==> config.mk <==
export PLATFORM = sky130hd
export DESIGN_NAME = aisc_mac_unit
export DESIGN_NICKNAME = d
export VERILOG_FILES = /design/src/rtl/core/aisc_pkg.sv /design/src/rtl/core/aisc_mac_unit.sv
export SDC_FILE = /design/constraint.sdc
export NUM_CORES = 2
export LEC_CHECK = 0
export BUFFER_PORTS_ARGS = -buffer_cell sky130_fd_sc_hd__clkbuf_2
export CAP_MARGIN = 20
export CORE_MARGIN = 4
export CORE_UTILIZATION = 46
export CTS_CLUSTER_SIZE = 16
export DETAILED_ROUTE_END_ITERATION = 8
export GPL_TIMING_DRIVEN = 1
export PLACE_DENSITY_LB_ADDON = 0.1
export SLEW_MARGIN = 20
export SYNTH_ARGS = -nofsm -noshare
export SYNTH_HDL_FRONTEND = slang
export SYNTH_SLANG_ARGS = --single-unit
export TNS_END_PERCENT = 1
==> constraint.sdc <==
create_clock -name clk -period 7.62 [get_ports clk]
set_clock_uncertainty 0.2 [all_clocks]
set_input_delay 0.381 -clock clk [delete_from_list [all_inputs] [get_ports clk]]
set_output_delay 0.381 -clock clk [all_outputs]
set_load 0.03 [all_outputs]
==> src/rtl/core/aisc_pkg.sv <==
`timescale 1ns / 1ps
// ----------------------------------------------------------------------------
// aisc_pkg: shared types and constants for the analog input scaler
// Fixed-point format, breakpoint table geometry, register indexes and the
// request/response structs of the shared multiply-add unit.
// ----------------------------------------------------------------------------
package aisc_pkg;

  // Q16.16 values
  localparam int FRAC_BITS = 16;
  localparam int VAL_W     = 32;

  // Breakpoint table geometry
  localparam int TBL_DEPTH = 64;
  localparam int TBL_AW    = $clog2(TBL_DEPTH);
  localparam int CNT_W     = $clog2(TBL_DEPTH + 1);

  // Configuration register indexes
  localparam int CFG_AW = 3;
  typedef enum logic [CFG_AW-1:0] {
    REG_DEVICE_MODE   = 3'd0,
    REG_DEVICE_OFFSET = 3'd1,
    REG_DEVICE_GAIN   = 3'd2,
    REG_USE_TABLE     = 3'd3,
    REG_SENSOR_C0     = 3'd4,
    REG_SENSOR_C1     = 3'd5,
    REG_SENSOR_C2     = 3'd6,
    REG_TABLE_POINTS  = 3'd7
  } aisc_reg_t;

  // Device modes
  localparam logic [1:0] MODE_HOLD   = 2'd0;
  localparam logic [1:0] MODE_LINEAR = 2'd1;

  // Request op codes
  localparam logic OP_CONVERT = 1'b0;
  localparam logic OP_WRITE   = 1'b1;

  // Multiply-add request: (a*b [>>> FRAC_BITS]) + addend, saturated
  typedef struct packed {
    logic                    go;
    logic                    frac;
    logic signed [VAL_W-1:0] a;
    logic signed [VAL_W-1:0] b;
    logic signed [VAL_W-1:0] addend;
  } mac_req_t;

  typedef struct packed {
    logic                    done;
    logic                    ovf;
    logic signed [VAL_W-1:0] value;
  } mac_rsp_t;

endpackage

==> src/rtl/core/aisc_mac_unit.sv <==
`timescale 1ns / 1ps
// ----------------------------------------------------------------------------
// aisc_mac_unit: shared multiply-add-saturate unit
// Two-stage: 32x32 signed product is registered, then optionally floored by
// FRAC_BITS, added to the addend and saturated to 32 bits with a flag.
// ----------------------------------------------------------------------------
module aisc_mac_unit (
  input  logic               clk,
  input  logic               rst_n,
  input  aisc_pkg::mac_req_t req_i,
  output aisc_pkg::mac_rsp_t rsp_o
);
  import aisc_pkg::*;

  localparam int PW = 2 * VAL_W;

  logic signed [PW-1:0]    prod_r;
  logic signed [PW-1:0]    prod_nxt;
  logic                    frac_r;
  logic signed [VAL_W-1:0] addend_r;
  logic                    go_r;
  logic                    done_r;
  logic signed [VAL_W-1:0] res_r;
  logic signed [VAL_W-1:0] res_nxt;
  logic                    ovf_r;
  logic                    ovf_nxt;
  logic signed [PW-1:0]    shf;
  logic signed [PW:0]      sum;

  // stage 1: product
  assign prod_nxt = req_i.a * req_i.b;

  always_ff @(posedge clk) begin
    prod_r   <= prod_nxt;
    frac_r   <= req_i.frac;
    addend_r <= req_i.addend;
  end

  // stage 2: floor shift (arithmetic shift rounds toward minus infinity), add, saturate
  always_comb begin
    shf = frac_r ? (prod_r >>> FRAC_BITS) : prod_r;
    sum = (PW+1)'(shf) + (PW+1)'(addend_r);
    ovf_nxt = 1'b0;
    res_nxt = sum[VAL_W-1:0];
    if (sum[PW:VAL_W-1] != {(PW-VAL_W+2){sum[PW]}}) begin
      ovf_nxt = 1'b1;
      res_nxt = sum[PW] ? {1'b1, {(VAL_W-1){1'b0}}} : {1'b0, {(VAL_W-1){1'b1}}};
    end
  end

  always_ff @(posedge clk) begin
    res_r <= res_nxt;
    ovf_r <= ovf_nxt;
  end

  // valid tracking
  always_ff @(posedge clk) begin
    if (!rst_n) begin
      go_r   <= 1'b0;
      done_r <= 1'b0;
    end else begin
      go_r   <= req_i.go;
      done_r <= go_r;
    end
  end

  assign rsp_o.done  = done_r;
  assign rsp_o.ovf   = ovf_r;
  assign rsp_o.value = res_r;

endmodule

* After elaboration in Yosys (flattened, before gate mapping)
Index checks and enable logic that the tools add are counted.
** Word-level totals
- Word-level logic and storage cells :: 14
- Flip-flop bits (word level) :: 132
- Output and inout port bits :: 34
** Operators by class
- Equal/unequal tests :: 1
- Multipliers :: 1
- Muxes and demuxes :: 4
- Add/subtract/negate cells :: 1
** Operator list (count)
- adder 64 x 32 -> 65 bit :: 1
- multiplier 32 x 32 -> 64 bit :: 1
- 2-to-1 mux 32 bit :: 2
- 2-to-1 mux 63 bit :: 1
- inequality test 33 bit :: 1
- 2-to-1 mux 1 bit :: 1

* Depth between registers and ports, before layout
- Depth after elaboration :: 4
- Gate-level depth with buffers :: 32

* Worst setup path after synthesis
No wires, ideal clock.
- Kind :: input to register
- From :: input req_i[34] (netlist bit)
- To :: register prod_r[63]
- Required time :: 7.348 ns
- Setup slack :: -0.273 ns
- Path buffers :: 2
- Data arrival time :: 7.621 ns
- Stages :: 31
- Cells stage by stage :: clkbuf_1 nand2_1 inv_1 fa_1 inv_1 fa_1 inv_1 fa_1 inv_1 fa_1 inv_1 fa_1 inv_1 fa_1 fa_1 fa_1 inv_1 ha_1 clkbuf_1 inv_1 o21bai_1 a21oi_1 nand3_1 a21oi_1 a211oi_1 o21ai_0 a21oi_1 nor4_1 o31ai_1 a41oi_1 xnor2_1
** Between the ends
- Longest elaborated chain between the ends :: 1
** Ends and longest elaborated chain
- start, declared :: RTL line aisc_mac_unit.sv:10 : input aisc_pkg::mac_req_t req_i,
- multiplier 32 x 32 -> 64 bit :: RTL line aisc_mac_unit.sv:31 : assign prod_nxt = req_i.a * req_i.b;
- via prod_nxt[63] :: RTL line aisc_mac_unit.sv:18 : logic signed [PW-1:0] prod_nxt;
- end signal, assigned :: RTL line aisc_mac_unit.sv:34 : prod_r <= prod_nxt;
- end, declared :: RTL line aisc_mac_unit.sv:17 : logic signed [PW-1:0] prod_r;
The timed path passes the listed nets, and every way through them passes these cells.
A chain may end at the register's enable or synchronous reset.

* Worst setup path after layout
- From :: input req_i[41] (netlist bit)
- To :: register prod_r[60]
The elaborated chain is that of the path after synthesis.

==> metrics.txt <==
status completed; Finished Layout Cells between 6,000 and 7,000; RSZ-0062 raised after global routing yes; async set-reset flop share out of synthesis 0%; 1st-pass router iterations 7; Synth Warn # 0; Crit path depth 32; hold endpoint done_r; WP buf/inv 11; Netlist cell types 84; routed vias 33,100; count leader, synth fa_1; Post-synth EDFFs 0; fill count 8,963; Die Wd approximately 320 um; ranking of synthesized cells by area fa_1, inv_1, and2_1, ha_1, dfxtp_1; Port Buffers ~130; reg-to-reg setup timing slack approximately 1000 ps; kind of critical path primary input to register; first-pass GRT wire length roughly 200,000 um; drc violations 0; Worst setup EP type register; Commonest cells post-synth fa_1, inv_1, nand2_1, and2_1, ha_1; fin. max-slew vios 0; Total Die Area roughly 100,000 um^2; clk slew on worst S/H paths approximately 70 ps; Initial Util 46.5%; actual slew at the worst max-slew pin between 900 and 1000 ps; later-pin clock latency in the skew report around 430 ps; Tot GR Track Use between 20 and 25%; CTS H-tree depth 4; Worst EP arrival about 7600 ps; min-delay worst type register to register; gp weighted congestion ~0.9; CTS tree done; CTS sink cnt approximately 130; Final Cycle Share around 98%; Reg2Reg Depth 15; CTS Root Cell clkbuf_16; largest net degree at the start of global routing 32; Hold Startpoint go_r; Worst Setup Start Kind primary input; CP max FO 6; syn_nets between 6,000 and 7,000; wire length per cell ~19 um; cts bufs inserted 17; Primary FF master, synth dfxtp_1; Tmin final about 7500 ps; Slowest cell on crit path fa_1; share of the synthesized area in the top cell type about half; setup violators final 0; Post-Synthesis Cells approximately 4,800; proportion of layout cells with a drive suffix above 1 between 10% and 20%; Ports approximately 130; FF-to-FF Start frac_r; Detailed Route WL around 120,000 um; Sum Neg Setup Slack 0 ps; #FFs+latches synth 132; Die Height 318 um; ANT nets after route 0; largest area contributor in the netlist fa_1; syn_area_per_cell 9.16 um^2; final net count approximately 6,600; final hold violation count 0; DP Wirelength about 110,000 um; CP most frequent cell fa_1; Crit path max-delay family adder cells; Min Hold Slack 253 ps; Reg area approximately 2600 um^2; Placed Cells incl. Taps between 6,000 and 7,000; CP max stage delay 600 ps; core area around 95,000 um^2; worst path required time roughly 8000 ps; netlist area before placement about 44,000 um^2; max_cap viols 0; f_max 134 MHz; post-synthesis sequential area ratio around 6.0%; Area Overhead vs Synth 13.3%; Clock Path Buffers 2; Iteration-0 DRC Markers about 1,700; Min-Delay Path Depth 1; area of the multi-input gates around 37,000 um^2; vias per cell approximately 5.1; initial antenna violation count 5; vias in the first global route roughly 36,000; Slew Limit Headroom 33.8%; GR Overflow Total 0; Site Rows around 110; FF-to-FF End res_r[8]
==> flip-flops by register name, indices dropped and copies added (netlist names) <==
register,count
done_r,1
prod_r,64
ovf_r,1
res_r,32
addend_r,32
frac_r,1
go_r,1
==> layout make-up <==
class | count | area share [%]
Multi-Input combinational cell | 3402 | 73.5
Timing Repair Buffer | 577 | 8.99
Inverter | 1051 | 7.88
Sequential cell | 132 | 5.28
Tap cell | 1265 | 3.16
Clock buffer | 17 | 0.850
Clock inverter | 15 | 0.315
Antenna cell | 2 | 0.0100
==> what timing repair did <==
item	in CTS	in global routing
endpoints found under the setup margin	7	18
endpoints found under the hold margin	35	0
setup buffers	0	2
gates cloned	0	2
pin swaps	2	24
hold buffers	36	0
gates resized for setup	22	72
==> cell families after synthesis <==
group / Yosys count / synth area share, %
xor+xnor: 120 / 2.38
fa+ha+maj: 1331 / 56.1
simple gates: 1408 / 15.9
buf+inv: 1291 / 11.1
flops: 132 / 5.98
compound gates: 490 / 7.23
mux: 53 / 1.33
==> layout by cell type, fill, tap and decap left out, drive strengths merged, types with 10 or more instances in the layout <==
cell type,count
dlygate4sd3,36
inv,1060
nand3,38
a211oi,13
xor2,46
o21bai,23
mux2,47
a31oi,17
nor2,106
o31ai,10
nand2b,24
a21o,57
o21a,19
nand2,608
a21oi,140
nand4,26
clkbuf,141
ha,248
nor3,17
dfxtp,132
and2,514
fa,1083
buf,417
o211ai,15
and3,16
xnor2,74
o21ai,125
==> worst register-to-register path: stages (launching register included) <==
cell and delay (ps):
dfxtp_2 770, mux2i_1 580, inv_1 100, ha_1 300, a211oi_1 290, o211ai_1 200, nand2_1 160, a21oi_1 170
o21ai_0 810, nor2_1 110, a2111oi_0 880, nand3_1 160, or4_1 440, or4_1 560, o21a_2 430, o31ai_2 340
==> how the worst max path moves through the flow <==
stage / slack [ps] / from / to
4_1_cts: -7 / req_i[41] / prod_r[63]
2_1_floorplan: -40 / req_i[40] / prod_r[63]
3_5_place_dp: -670 / req_i[76] / prod_r[63]
5_1_grt: -90 / req_i[41] / prod_r[63]
3_3_place_gp: -580 / req_i[79] / prod_r[63]
6_report: 170 / req_i[41] / prod_r[60]
==> through the flow <==
stage                     setup WS, ps  cell area [um^2]  utilization, %
final                              169             50100            52.6
after global routing             -94.9             50100            52.6
after CTS                        -7.38             49800            52.3
after detailed placement          -666             48800            51.3
after global placement            -582             48800            51.3
after floorplan                  -36.3             44200               -
==> per-layer routing <==
metal	global-route usage [%]	share of wire, %	vias to the layer above	routed length [um]
li1	-	-	15200	-
met1	35.5	45	17100	55600
met2	41.9	49	721	59500
met3	2.24	4.2	117	5100
met4	4.41	1.8	4	2170
met5	0	0.019	-	23
Power is left out: the tool's default activity adds up to more than one toggle a clock period on the data nets, which glitch-free logic cannot reach.
